### src/design/tpc_pkg.sv
// Package for the triangle plane classifier: side and class codes,
// configuration register indexes and fixed-point constants.
// No dependencies.
`timescale 1ns / 1ps

package tpc_pkg;

    // number of fraction bits of the Q16.16 formats
    localparam int QFRAC = 16;

    // vertices per triangle
    localparam int VERTEX_COUNT = 3;

    // width of the configuration register index
    localparam int CFG_IDX_W = 8;

    // reset value of the on-plane tolerance (about 0.001 in Q16.16)
    localparam int EPS_RESET = 66;

    // per-vertex side code
    typedef enum logic [1:0] {
        SIDE_FRONT = 2'd0,
        SIDE_BACK  = 2'd1,
        SIDE_ON    = 2'd2
    } t_side;

    // whole-triangle class code
    typedef enum logic [1:0] {
        CLASS_FRONT   = 2'd0,
        CLASS_BACK    = 2'd1,
        CLASS_ON      = 2'd2,
        CLASS_CLIPPED = 2'd3
    } t_tri_class;

    // configuration register indexes
    typedef enum logic [CFG_IDX_W-1:0] {
        CFG_NORMAL_X = 8'd0,
        CFG_NORMAL_Y = 8'd1,
        CFG_NORMAL_Z = 8'd2,
        CFG_OFFSET   = 8'd3,
        CFG_EPSILON  = 8'd4
    } t_cfg_idx;

    // load enables of the pipeline stages inside a vertex lane
    typedef struct packed {
        logic en_mul;
        logic en_sum;
    } t_pipe_ctl;

endpackage

### src/design/tpc_cfg_regs.sv
// Plane configuration registers: normal, offset and on-plane tolerance.
// Depends on tpc_pkg for the register indexes and reset values.
`timescale 1ns / 1ps

module tpc_cfg_regs #(
    parameter int COORD_WIDTH = 32
) (
    input  logic                               i_clk,
    input  logic                               i_rst_n,
    input  logic                               i_cfg_we,
    input  logic [tpc_pkg::CFG_IDX_W-1:0]      i_cfg_idx,
    input  logic [COORD_WIDTH-1:0]             i_cfg_wdata,
    output logic signed [COORD_WIDTH-1:0]      o_normal_x,
    output logic signed [COORD_WIDTH-1:0]      o_normal_y,
    output logic signed [COORD_WIDTH-1:0]      o_normal_z,
    output logic signed [COORD_WIDTH-1:0]      o_offset,
    output logic [COORD_WIDTH-2:0]             o_epsilon
);

    logic signed [COORD_WIDTH-1:0] r_normal_x;
    logic signed [COORD_WIDTH-1:0] r_normal_y;
    logic signed [COORD_WIDTH-1:0] r_normal_z;
    logic signed [COORD_WIDTH-1:0] r_offset;
    logic [COORD_WIDTH-2:0]        r_epsilon;

    // register writes, unknown indexes ignored
    always_ff @(posedge i_clk) begin
        if (!i_rst_n) begin
            r_normal_x <= '0;
            r_normal_y <= '0;
            r_normal_z <= '0;
            r_offset   <= '0;
            r_epsilon  <= (COORD_WIDTH-1)'(tpc_pkg::EPS_RESET);
        end else if (i_cfg_we) begin
            unique case (i_cfg_idx)
                tpc_pkg::CFG_NORMAL_X: r_normal_x <= i_cfg_wdata;
                tpc_pkg::CFG_NORMAL_Y: r_normal_y <= i_cfg_wdata;
                tpc_pkg::CFG_NORMAL_Z: r_normal_z <= i_cfg_wdata;
                tpc_pkg::CFG_OFFSET:   r_offset   <= i_cfg_wdata;
                tpc_pkg::CFG_EPSILON:  r_epsilon  <= i_cfg_wdata[COORD_WIDTH-2:0];
                default: ;
            endcase
        end
    end

    assign o_normal_x = r_normal_x;
    assign o_normal_y = r_normal_y;
    assign o_normal_z = r_normal_z;
    assign o_offset   = r_offset;
    assign o_epsilon  = r_epsilon;

endmodule

### config.mk
export PLATFORM = sky130hd
export DESIGN_NAME = tpc_cfg_regs
export DESIGN_NICKNAME = d
export VERILOG_FILES = /design/src/design/tpc_pkg.sv /design/src/design/tpc_cfg_regs.sv
export SDC_FILE = /design/constraint.sdc
export NUM_CORES = 1
export LEC_CHECK = 0
export ABC_CLOCK_PERIOD_IN_PS = 3250
export BUFFER_PORTS_ARGS = -buffer_cell sky130_fd_sc_hd__buf_2
export CAP_MARGIN = 20
export CORE_UTILIZATION = 53
export DETAILED_ROUTE_END_ITERATION = 10
export GPL_ROUTABILITY_DRIVEN = 0
export PLACE_DENSITY = 0.84
export SYNTH_ARGS = -nofsm -noshare
export SYNTH_HDL_FRONTEND = slang
export SYNTH_SLANG_ARGS = --single-unit
### constraint.sdc
create_clock -name i_clk -period 3.25 [get_ports i_clk]
set_input_delay 0.1625 -clock i_clk [delete_from_list [all_inputs] [get_ports i_clk]]
set_output_delay 0.1625 -clock i_clk [all_outputs]
set_load 0.005 [all_outputs]
==> results of run 1 <==
[flip-flops by register name (all words and copies together), names as in the netlist]
| register | flops |
|---|---|
| o_normal_y | 32 |
| o_normal_z | 32 |
| o_offset | 32 |
| o_normal_x | 32 |
| o_epsilon | 31 |
[how the worst max path moves through the flow]
stage | to | slack, ns | depth (start not counted)
2_1_floorplan | o_epsilon[20] | 1.92 | 5
3_3_place_gp | o_normal_y[15] | 1.51 | 5
3_5_place_dp | o_normal_y[17] | 1.37 | 5
4_1_cts | o_normal_y[21] | 1.88 | 5
5_1_grt | o_normal_y[21] | 1.71 | 5
6_report | o_normal_y[21] | 1.88 | 5
[synthesized netlist by cell type (all sizes together)]
master	n
buf	16
nand4	2
nand2	189
nor3b	1
and4b	1
clkbuf	21
nand4b	1
nor2	1
mux2i	159
dfxtp	159
and4	1
nor4	1
nand3	1
nor2b	5
[cell type report]
type                    count  area [sq um]  area share (%)
flip-flops and latches    159          3180            41.7
multi-input cells         362          2420            31.6
repair buffers            220          1200            15.7
clock buffers              23           467            6.11
clock inverters             9           204            2.67
well taps                 136           170            2.23
[worst reg2reg max path: cells and delay by family, from the launching register on]
kind	cells	cell delay, ns
flops	1	0.34
mux	1	0.17
simple gates	1	0.06
[per-stage QoR]
stage	area, sq um	cells
after floorplan	5760	558
after global placement	6890	871
after detailed placement	6890	871
after CTS	7610	908
after global routing	7640	909
final	7640	909
[per-layer routing]
| metal | part of all wire (%) | track usage (%) | up-vias |
|---|---|---|---|
| li1 | - | - | 2251 |
| met1 | 41 | 30.4 | 2186 |
| met2 | 51 | 47.5 | 159 |
| met3 | 6.1 | 8.89 | 23 |
| met4 | 2.4 | 11.6 | 0 |
| met5 | 0 | 0 | - |
[power breakdown]
| part | total, mW | internal, mW | leakage [nW] | switching (mW) |
|---|---|---|---|---|
| sequential | 1.95 | 1.95 | 1.28 | 0.00126 |
| combinational | 0.135 | 0.0475 | 2.66 | 0.0872 |
| clock | 2.22 | 1.47 | 0.319 | 0.755 |
[cell families after synthesis]
group	synth area share, %
and+or+nand+nor	14.2
muxes	27.6
DFF	55.3
buffers and inverters	2.89
==> flow_results.org, run 1 <==
** Outcome
- Outcome :: completed

** Synthesis
- Register bit total from synthesis :: 159
- Mean area per synthesized cell :: 10.3 sq um
- Warnings from Yosys :: 0
- After synthesis, the largest area contributor takes up 55.3% of total cell area.
- Sequential cell area fraction in the yosys report :: 55.3%
- The number of nets in the synthesized netlist is 601.
- Synthesis produced 558 cells.
- In this run, distinct cell masters in the synthesized netlist total 15.
- Post-synthesis cell type with the largest combined area :: sky130_fd_sc_hd__dfxtp_1
- In this run the cell area of the synthesized design comes to 5760 sq um.
- In the post-synthesis netlist, the biggest area contributors are sky130_fd_sc_hd__dfxtp_1 55%, sky130_fd_sc_hd__mux2i_1 28%, sky130_fd_sc_hd__nand2_1 12%.

** Clock tree
- Number of buffers created by CTS :: 17
- In this run, post-CTS repair resized a total of 0 instances.
- The tree built by TritonCTS fans out to 159 sinks.
- TritonCTS clock tree :: yes
- For this design, the CTS-stage hold fixing added 5 buffers.
- Buffers added to address setup during post-CTS repair amount to 0.
- Clock input transition at the sequential cells of the worst setup and hold paths :: 0.06 ns
- Buffer depth of the longest clock path :: 2
- Root buffer selected by CTS :: sky130_fd_sc_hd__clkbuf_8
- At the later pin of the worst-skew pair, clock insertion delay measures 0.51 ns.
- The clock tree synthesis step divided the H-tree into 4 levels.

** Global routing
- The first global-routing pass estimated 23,800 microns of wire.
- The number of antenna violations at the first check in global routing is 0.
- Largest net degree at the start of global routing :: 122
- Via count of the first global-routing pass :: 4,826
- Global-route usage over all layers :: 27.3%
- After global routing the overflow that remains totals 0.

** Timing
- Period utilisation layout :: 42.0%
- Setup TNS :: 0 ns
- The final count of hold timing violations is 0.
- Setup violations remaining at the end of the flow were counted as 0.
- Final hold analysis gives a worst-case slack of 0.0153 ns.
- Setup repair after global routing left no endpoint under its margin.
- After layout, the worst setup slack is 1.88 ns.
- Final count of pins violating max slew :: 0
- Worst slew margin :: 58.5%
- On the final layout, the worst clock skew is 0 ns.
- Period minus WS final :: 1.37 ns
- Tightest Pin Transition :: 0.622 ns
- Timing would allow up to 732 MHz.

** Place
- Port-buffer cells :: 201
- Worst slack at placement :: 1.37 ns
- Sum of net half-perimeters after detailed placement :: 10,300 microns

** Setup path
- The endpoint identified for the worst register-to-register timing path is o_normal_z[25].
- The critical path goes through buf_2 > nor3b_1 > and4b_2 > buf_4 > mux2i_1.
- Delay of the slowest critical-path stage :: 0.47 ns
- Among all stages on the critical path, the largest delay is contributed by sky130_fd_sc_hd__buf_4.
- Register-to-register setup slack :: 2.59 ns
- Biggest fanout along the worst timing path :: 32
- Together, buffers and inverters on the worst path number 2.
- Setup crit start kind :: input pin
- Crit path capture type :: flop
- The startpoint identified for the worst register-to-register timing path is o_normal_z[25].
- Count of cells along the worst register-to-register path :: 2
- The critical path is of the in -> reg type.
- In this run the worst setup path begins at i_cfg_idx[3].
- Required time at the endpoint of the critical path :: 3.67 ns
- Kind of cell adding the most delay to the critical path :: simple AND/OR/NAND/NOR gates
- Data arrival time at the worst-slack endpoint :: 1.79 ns

** Routing
- Vias/cell :: 5.08
- Wire length after detailed routing :: 15,000 microns
- Number of vias in the routed layout :: 4,619
- Drt wl/cell :: 16.5 microns
- Drt first pass iters :: 5
- Final antenna-violating net count :: 0
- For this run, design rule violations remaining after detail routing come to 0.
- Initial detailed-routing violation count :: 183

** Finish
- Share of post-route cells with drive strength above 1 :: 32.0%
- Total Nets Final :: 803
- Number of diodes :: 0
- Most common library cell in the layout ignoring fill and taps :: sky130_fd_sc_hd__buf_2
- The layout has 772 filler cells.
- Final core utilization :: 73.3%
- Commonest non-fill, non-tap cells in the layout :: 200 x sky130_fd_sc_hd__buf_2, 189 x sky130_fd_sc_hd__nand2_1, 159 x sky130_fd_sc_hd__mux2i_1, 159 x sky130_fd_sc_hd__dfxtp_1, 16 x sky130_fd_sc_hd__clkbuf_16
- Relative to the synthesized area, the layout overhead comes to 32.6%.

** Floorplanning
- Row cnt :: 37
- I/O Pins :: 202
- The floorplan step defined a core boundary enclosing 10,400 sq um.
- The die covers 11,300 sq um.
- Initial core utilization :: 55.3%
- From bottom edge to top edge, the die measures 106 microns.
- The die is 106 microns wide.

** Pwr
- Across the VDD grid, the largest voltage drop is 300 uV.
- Power per standard cell area :: 564 nW/um^2
- For this design the static power due to leakage is 4.25 nW.
- Total power for the finished layout comes to 4.31 mW.

** Flow run
- Max-capacitance violation count :: 0

** Hold path
- Tightest Hold Check Type :: in -> reg
- The worst hold path terminates at o_normal_y[31].
- The worst hold path begins at i_cfg_wdata[31].
- Number of stages on the worst hold path :: 3
Power figures use the tool's default switching activity.
==> run 2, diff against run 1 <==
--- a/config.mk
+++ b/config.mk
@@ -5,13 +5,14 @@
 export SDC_FILE = /design/constraint.sdc
 export NUM_CORES = 1
 export LEC_CHECK = 0
-export ABC_CLOCK_PERIOD_IN_PS = 3250
+export ABC_AREA = 1
+export ABC_CLOCK_PERIOD_IN_PS = 1300
 export BUFFER_PORTS_ARGS = -buffer_cell sky130_fd_sc_hd__buf_2
 export CAP_MARGIN = 20
-export CORE_UTILIZATION = 53
+export CORE_UTILIZATION = 52
 export DETAILED_ROUTE_END_ITERATION = 10
 export GPL_ROUTABILITY_DRIVEN = 0
-export PLACE_DENSITY = 0.84
+export PLACE_DENSITY = 0.8
 export SYNTH_ARGS = -nofsm -noshare
 export SYNTH_HDL_FRONTEND = slang
 export SYNTH_SLANG_ARGS = --single-unit
==> constraint.sdc (replaced) <==
create_clock -name i_clk -period 1.3 [get_ports i_clk]
set_input_delay 0.065 -clock i_clk [delete_from_list [all_inputs] [get_ports i_clk]]
set_output_delay 0.065 -clock i_clk [all_outputs]
set_load 0.005 [all_outputs]
==> flow_results.org, run 2 <==
** Finish
- The repair_antennas step left the layout with diodes totalling 0.
- Measured on the finished design, the core utilization comes to 66.6%.
- Excluding fillers, the count of instances in the completed layout stands at 1,285.
- Area grow syn2layout :: 24.9%
- The library cell used most frequently in the layout, excluding fill and tap cells, is sky130_fd_sc_hd__nor2_1.
- The final layout contains 1,145 nets.
- Commonest non-fill, non-tap cells in the layout :: 218 x sky130_fd_sc_hd__nor2_1, 200 x sky130_fd_sc_hd__buf_2, 163 x sky130_fd_sc_hd__nand2_1
- Non-Filler Cell Area, Final :: 8410 sq um
- In the final layout, the share of cells above drive strength 1 is 24.5%.

** Timing
- Summed over all failing endpoints, the final setup total negative slack is 0 ns.
- Period minus WS final :: 1.22 ns
- Maximum achievable frequency :: 821 MHz
- The final-report max-slew violation count is 0.
- Setup violations remaining at the end of the flow were counted as 0.
- In the finished design, the share of the clock period the worst path needs comes to 93.7%.
- The final count of hold timing violations is 0.
- Setup repair after global routing left no endpoint under its margin.
- Worst clock skew :: 0 ns
- Headroom to the max-slew limit came out at 78.0%.
- Tightest Pin Transition :: 0.329 ns
- Final worst hold slack :: 0.0484 ns

** Synthesis
- Number of cells produced by synthesis :: 923
- Ranked by instance count, the synthesized netlist is headed by 218 x sky130_fd_sc_hd__nor2_1, 163 x sky130_fd_sc_hd__nand2_1, 160 x sky130_fd_sc_hd__nand3_1.
- Portion of netlist area occupied by mux cells :: 0%
- Yosys mapped a number of flops with a built-in enable equal to 0.
- Fraction of registers with async set/reset :: 0%
- Counting flops and latches in the post-synthesis netlist gives 159.
- When the netlist entered floorplanning its net count stood at 966.
- Post-synthesis cell area :: 6730 sq um
- The synthesized netlist devotes 0% of its cell area to adder and majority cells.
- The average instance in the mapped netlist occupies 7.29 sq um.
- The share of synthesized area in the top cell type comes to 47.3%.
- In the synthesized netlist the dominant register cell turns out to be sky130_fd_sc_hd__dfxtp_1.
- Distinct cell type count of the synthesized netlist :: 16
- The synthesized netlist devotes 7.14% of its cell area to compound gates.
- Synth Area in XOR/XNOR :: 0%
- Main combinational cell family by area after synthesis :: simple AND/OR/NAND/NOR gates
- Sequential cell area fraction in the yosys report :: 47.3%
- Warnings from Yosys :: 0
- Yosys attributes the largest share of cell area to sky130_fd_sc_hd__dfxtp_1 47%, sky130_fd_sc_hd__nor2_1 12%, sky130_fd_sc_hd__nand3_1 12%.
- Post-synthesis simple-gate area fraction :: 35.0%
- Leading cell type by number of instances after synthesis :: sky130_fd_sc_hd__nor2_1
- Post-synthesis cell type with the largest combined area :: sky130_fd_sc_hd__dfxtp_1

** Place
- After detailed placement, the design holds a cell count of 1,250.
- In this run the cell area measured after placement is 7800 sq um.
- Port buffering added 201 buffers.
- After legalization and detailed placement, the total HPWL measured 12,100 microns.

** Routing
- Vias/cell :: 5.10
- For this run, the detailed router's first-pass iteration total came to 5.
- Wire length after detailed routing :: 18,300 microns
- For this run, design rule violations remaining after detail routing come to 0.
- Once detail routing completed, the nets flagged for antenna violations numbered 0.
- In the final routed layout, each cell accounts on average for 14.2 microns.
- In this run, the number of DRC markers left after iteration 0 of detailed routing was 630.
- The routed layout has 6,556 vias.

** Setup path
- Endpoint of the most critical register-to-register path :: o_epsilon[6]
- Delay of the slowest critical-path stage :: 0.55 ns
- Bufs and invs on worst path :: 3
- Biggest fanout along the worst timing path :: 12
- Required time at the endpoint of the critical path :: 1.66 ns
- In this run the critical register-to-register path is launched from o_epsilon[6].
- Register-to-register setup slack :: 0.16 ns
- Among cell families on the critical path, the largest total delay comes from buffers and inverters.
- At the worst endpoint, the arrival time is 1.58 ns.
- Critical path destination :: o_epsilon[6]
- Crit path capture type :: flop
- By startpoint and endpoint, the worst setup path is classified as in -> reg.
- Among all stages on the critical path, the largest delay is contributed by sky130_fd_sc_hd__dlygate4sd3_1.
- The worst register-to-register path has a depth of 3.
- Launch point of the worst path :: i_cfg_idx[1]
- The critical path runs through a total of 8 cells.
- Setup crit start kind :: input pin
- The critical path goes through buf_2 > nor2_2 > nand3_2 > nor2_4 > buf_6 > nand2_1 > nand3_1 > dlygate4sd3_1.

** Outcome
- The run finished with clean final reports.

** Global routing
- The via count of the first global-routing pass came to 5,480.
- Total congestion overflow :: 0
- Entering global routing, the biggest net connects 77 pins.
- The first global-routing pass estimated 27,900 microns of wire.
- Global routing consumed, over all layers together, 27.3% of the routing resources.
- The number of antenna violations at the first check in global routing came to 0.

** Floorplanning
- Die Height :: 116 microns
- Standard cell core area :: 12,600 sq um
- Row cnt :: 41
- Area of the die :: 13,400 sq um
- Measured along the x axis, the die boundary spans 116 microns.
- Initial core utilization :: 53.4%
- 202 I/O pins were placed.

** Clock tree
- Root buffer selected by CTS :: sky130_fd_sc_hd__clkbuf_16
- Clk_lat worst skew :: 0.42 ns
- # Post-CTS Setup Buffers :: 0
- Sinks on Clock Net :: 159
- Counting the buffers created by CTS gives 17.
- TritonCTS clock tree :: yes
- Buffer depth of the longest clock path :: 2
- Clock input transition at the sequential cells of the worst setup and hold paths :: 0.06 ns
- The clock tree synthesis step divided the H-tree into 4 levels.

** Hold path
- The path class of the tightest hold or removal check is in -> reg.

** Pwr
- Dividing total power by cell area gives a power density of 1220 nW/um^2.
- VDD IR max :: 680 uV
- In this run the static leakage power is 4.04 nW.

** Flow run
- Max-cap violations in this run came to 0.
run 2: cell count changes in the layout (fill, tap and decap cells not counted), sizes merged, moves of 2 or more:
cell / delta
nor2: +226
nand3: +161
mux2i: -159
a21oi: +96
inv: +40
nand2: -25
buf: +15
bufinv: -5
nor2b: -5
clkbuf: +2
nand4: -2
run 2: per-stage QoR:
step | setup WS (ns) | total power, mW
floorplan | 0.345 | 5.40
global placement | 0.0982 | 5.62
detailed placement | 0.0771 | 5.63
CTS | 0.107 | 10.3
global route | 0.0226 | 10.6
finish | 0.0822 | 10.3
run 2: layout make-up:
| class | count | area, sq um |
|---|---|---|
| inverters | 40 | 150 |
| clock inverters | 5 | 55.1 |
| flip-flops and latches | 159 | 3180 |
| multi-input cells | 649 | 2830 |
| clock buffers | 25 | 505 |
| well taps | 172 | 215 |
| repair buffers | 235 | 1470 |
| fillers | 1128 | 4210 |
run 2: power by group:
| part | switching [mW] | internal (mW) |
|---|---|---|
| Sequential | 0.00612 | 4.88 |
| Clock | 1.88 | 2.86 |
| Combinational | 0.446 | 0.200 |
run 2: worst min path at each step:
stage / end / cells past startpoint / startpoint / slack, ns
after floorplan: o_epsilon[1] / 2 / i_cfg_wdata[1] / 0.19
after global placement: o_epsilon[6] / 3 / i_cfg_wdata[6] / 0.30
after detailed placement: o_epsilon[6] / 3 / i_cfg_wdata[6] / 0.30
after CTS: o_normal_z[31] / 5 / i_cfg_wdata[31] / 0.03
after global routing: o_normal_z[31] / 5 / i_cfg_wdata[31] / 0.07
final: o_normal_y[31] / 5 / i_cfg_wdata[31] / 0.05
run 2: repair_timing:
action / in CTS / in global routing
setup endpoints to repair: 0 / 1
hold buffers: 5 / 0
hold endpoints to repair: 8 / 0
gates resized for setup: 0 / 1
run 2: routing by layer:
metal  wire length (microns)  up-vias  track usage (%)  part of all wire, %
met5                       0        -                0                    0
met4                     347        0             10.3                  1.9
met3                    1520       28             5.75                  8.3
met2                    8380      283             40.9                   46
met1                    8010     2950             38.5                   44
li1                        -     3295                -                    -
run 2: logic make-up (layout without fill, tap and decap cells):
| family | Yosys count | count (layout) |
|---|---|---|
| DFF | 159 | 159 |
| AOI/OAI and AO/OA | 96 | 96 |
| buffers and inverters | 115 | 305 |
| and+or+nand+nor | 553 | 553 |
run 2: worst reg2reg max path, stage by stage (launching register included):
cell and delay (ns):
sky130_fd_sc_hd__dfxtp_1 0.31, sky130_fd_sc_hd__nand2_1 0.07, sky130_fd_sc_hd__nand3_1 0.08, sky130_fd_sc_hd__dlygate4sd3_1 0.57
==> run 3, diff against run 2 <==
--- a/config.mk
+++ b/config.mk
@@ -9,10 +9,13 @@
 export ABC_CLOCK_PERIOD_IN_PS = 1300
 export BUFFER_PORTS_ARGS = -buffer_cell sky130_fd_sc_hd__buf_2
 export CAP_MARGIN = 20
-export CORE_UTILIZATION = 52
+export CELL_PAD_IN_SITES_DETAIL_PLACEMENT = 1
+export CELL_PAD_IN_SITES_GLOBAL_PLACEMENT = 1
+export CORE_MARGIN = 5
+export CORE_UTILIZATION = 36
 export DETAILED_ROUTE_END_ITERATION = 10
 export GPL_ROUTABILITY_DRIVEN = 0
-export PLACE_DENSITY = 0.8
+export PLACE_DENSITY_LB_ADDON = 0.1
 export SYNTH_ARGS = -nofsm -noshare
 export SYNTH_HDL_FRONTEND = slang
 export SYNTH_SLANG_ARGS = --single-unit
==> flow_results.org, run 3 (synthesis gave the netlist of run 2 again) <==
** Clock tree
- Number of buffers created by CTS :: 17
- Maximum level of the CTS H-tree :: 4
- TritonCTS built the clock tree.
- For this design, the sink count on the clock tree is 159.
- The longest clock path from root to sink contains 2 buffers.
- After clock tree synthesis, the clock-pin slew on the worst setup and hold paths is 0.06 ns.
- At the later pin of the worst-skew pair, clock insertion delay measures 0.42 ns.
- CTS placed an instance of sky130_fd_sc_hd__clkbuf_16 at the clock tree root.

** Place
- The HPWL after detailed placement is 16,100 microns.
- Input and output buffers added on the ports amount to 201.
- Number of instances in the placed design :: 1,321

** Finish
- The repair_antennas step left the layout with diodes totalling 0.
- Relative to the synthesized area, the layout overhead comes to 28.8%.
- Excluding fillers, the count of instances in the completed layout stands at 1,359.
- Fill cells :: 2,380
- Commonest non-fill, non-tap cells in the layout :: 218 x sky130_fd_sc_hd__nor2_1, 200 x sky130_fd_sc_hd__buf_2, 163 x sky130_fd_sc_hd__nand2_1
- Total Nets Final :: 1,155
- Share of post-route cells with drive strength above 1 :: 25.4%
- The library cell used most frequently in the layout, excluding fill and tap cells, is sky130_fd_sc_hd__nor2_1.

** Routing
- Final antenna-violating net count :: 0
- Drt first pass iters :: 4
- Routed wl met2 :: 10,400 microns
- Vias/cell :: 4.89
- Wire length after detailed routing :: 23,000 microns
- In the routed design, unresolved DRC markers number 0.
- Number of vias in the routed layout :: 6,651
- Signal routing reaches up to met4.
- The first routing iteration left 311 violations.
- Drt wl/cell :: 16.9 microns
- Wire segments on met3 add up to 1740 microns in the final route.
- Met1 layer wirelength in the final routing :: 10,700 microns

** Setup path
- The worst register-to-register path begins at o_epsilon[6].
- Data arrival time at the worst-slack endpoint :: 1.51 ns
- Count of cells along the worst register-to-register path :: 3
- In this run the critical register-to-register path is captured at o_epsilon[6].
- The worst setup path is launched from an input pin.
- The worst setup path is of the in -> reg kind.
- Register-to-register setup slack :: 0.20 ns
- Of all nets on the critical path, the largest fanout is 4.
- Data on the critical path is required at its endpoint by 1.61 ns.
- Tracing the worst setup path back leads to its startpoint at i_cfg_idx[5].
- Crit path capture type :: flop

** Timing
- The routed design could run at a clock period as short as 1.19 ns.
- Period utilisation layout :: 91.8%
- Worst slew margin :: 74.6%
- Setup TNS :: 0 ns
- Worst clock skew :: 0 ns
- Unrepaired setup endpoints after global routing :: false
- The final count of hold timing violations was 0.
- For the pin with the worst max-slew slack, the measured transition is 0.380 ns.
- Maximum achievable frequency :: 838 MHz
- Final-report setup violation count :: 0
- The final-report max-slew violation count is 0.

** Floorplanning
- The die covers 21,500 sq um.
- Row cnt :: 50
- I/O Pins :: 202
- Measured along the x axis, the die boundary spans 147 microns.
- The initial utilization of the core area, before any placement, comes to 36.2%.
- The region available for standard cell placement spans 18,600 sq um.
- Die Height :: 147 microns

** Pwr
- Reported leakage power :: 4.13 nW
- VDD IR max :: 930 uV
- Power spread over the standard cell area amounts to 1220 nW/um^2.

** Global routing
- The first global-routing pass estimated 35,600 microns of wire.
- The number of antenna violations at the first check in global routing is 0.
- Global-route usage over all layers :: 20.9%
- Total congestion overflow :: 0
- Via count of the first global-routing pass :: 6,443
- Largest net degree at the start of global routing :: 58

** Hold path
- The worst hold path was traced through 3 stages.
- Tightest Hold Check Type :: in -> reg
- The startpoint identified for the worst hold timing path is i_rst_n.
- Min-Delay Endpoint :: o_epsilon[5]

** Outcome
- Outcome :: completed

** Flow run
- Max-capacitance violation count :: 0
## run 3: repair_timing
| action | 4_1_cts | 5_1_grt |
|---|---|---|
| setup endpoints to repair | 0 | 1 |
| resized for setup | 0 | 1 |
| hold buffers | 3 | 0 |
| setup buffers | 0 | 2 |
| endpoints found under the hold margin | 2 | 0 |
## run 3: worst max-delay path by stage
| stage | end |
|---|---|
| global route | o_epsilon[6] |
| global placement | o_normal_z[9] |
| finish | o_epsilon[6] |
| floorplan | o_normal_y[31] |
| CTS | o_epsilon[6] |
| detailed placement | o_offset[10] |
## run 3: cell type report
cell class / instances / area (sq um) / area share, %
flip-flops and latches: 159 / 3180 / 36.7
multi-input cells: 649 / 2840 / 32.7
repair buffers: 245 / 1630 / 18.8
clock buffers: 23 / 468 / 5.40
well taps: 234 / 293 / 3.38
inverters: 40 / 150 / 1.73
clock inverters: 9 / 110 / 1.27
## run 3: through the flow
stage / power [mW] / utilization [%] / instance area (sq um) / hold slack [ns] / setup slack [ns]
CTS: 10.7 / 46.4 / 8630 / 0.0206 / 0.0182
floorplan: 5.40 / - / 6730 / 0.191 / 0.345
global route: 11.0 / 46.7 / 8670 / 0.0332 / 0.0121
detailed placement: 5.71 / 43.2 / 8020 / 0.302 / 0.0351
finish: 10.6 / 46.7 / 8670 / 0.0297 / 0.106
global placement: 5.71 / 43.2 / 8020 / 0.304 / 0.0740
## run 3: routing by layer
| layer | track usage [%] | vias to the layer above |
|---|---|---|
| met5 | 0 | - |
| met4 | 4.75 | 0 |
| met3 | 6.54 | 20 |
| met2 | 32.2 | 167 |
| met1 | 28.9 | 3140 |
| li1 | - | 3324 |
## run 3: critical path, stage by stage
cell,delay [ns]
sky130_fd_sc_hd__buf_2,0.11
sky130_fd_sc_hd__nor2_4,0.12
sky130_fd_sc_hd__nand2_2,0.10
sky130_fd_sc_hd__nor2_4,0.23
sky130_fd_sc_hd__buf_12,0.13
sky130_fd_sc_hd__nand2_1,0.06
sky130_fd_sc_hd__nand2_1,0.06
sky130_fd_sc_hd__nand3_1,0.06
sky130_fd_sc_hd__dlygate4sd3_1,0.56
## run 3: power breakdown
| group | internal (mW) | leakage, nW | total (mW) | switching (mW) |
|---|---|---|---|---|
| clock network | 2.93 | 0.273 | 5.00 | 2.07 |
| registers | 4.88 | 1.28 | 4.89 | 0.00616 |
| logic | 0.227 | 2.57 | 0.716 | 0.490 |
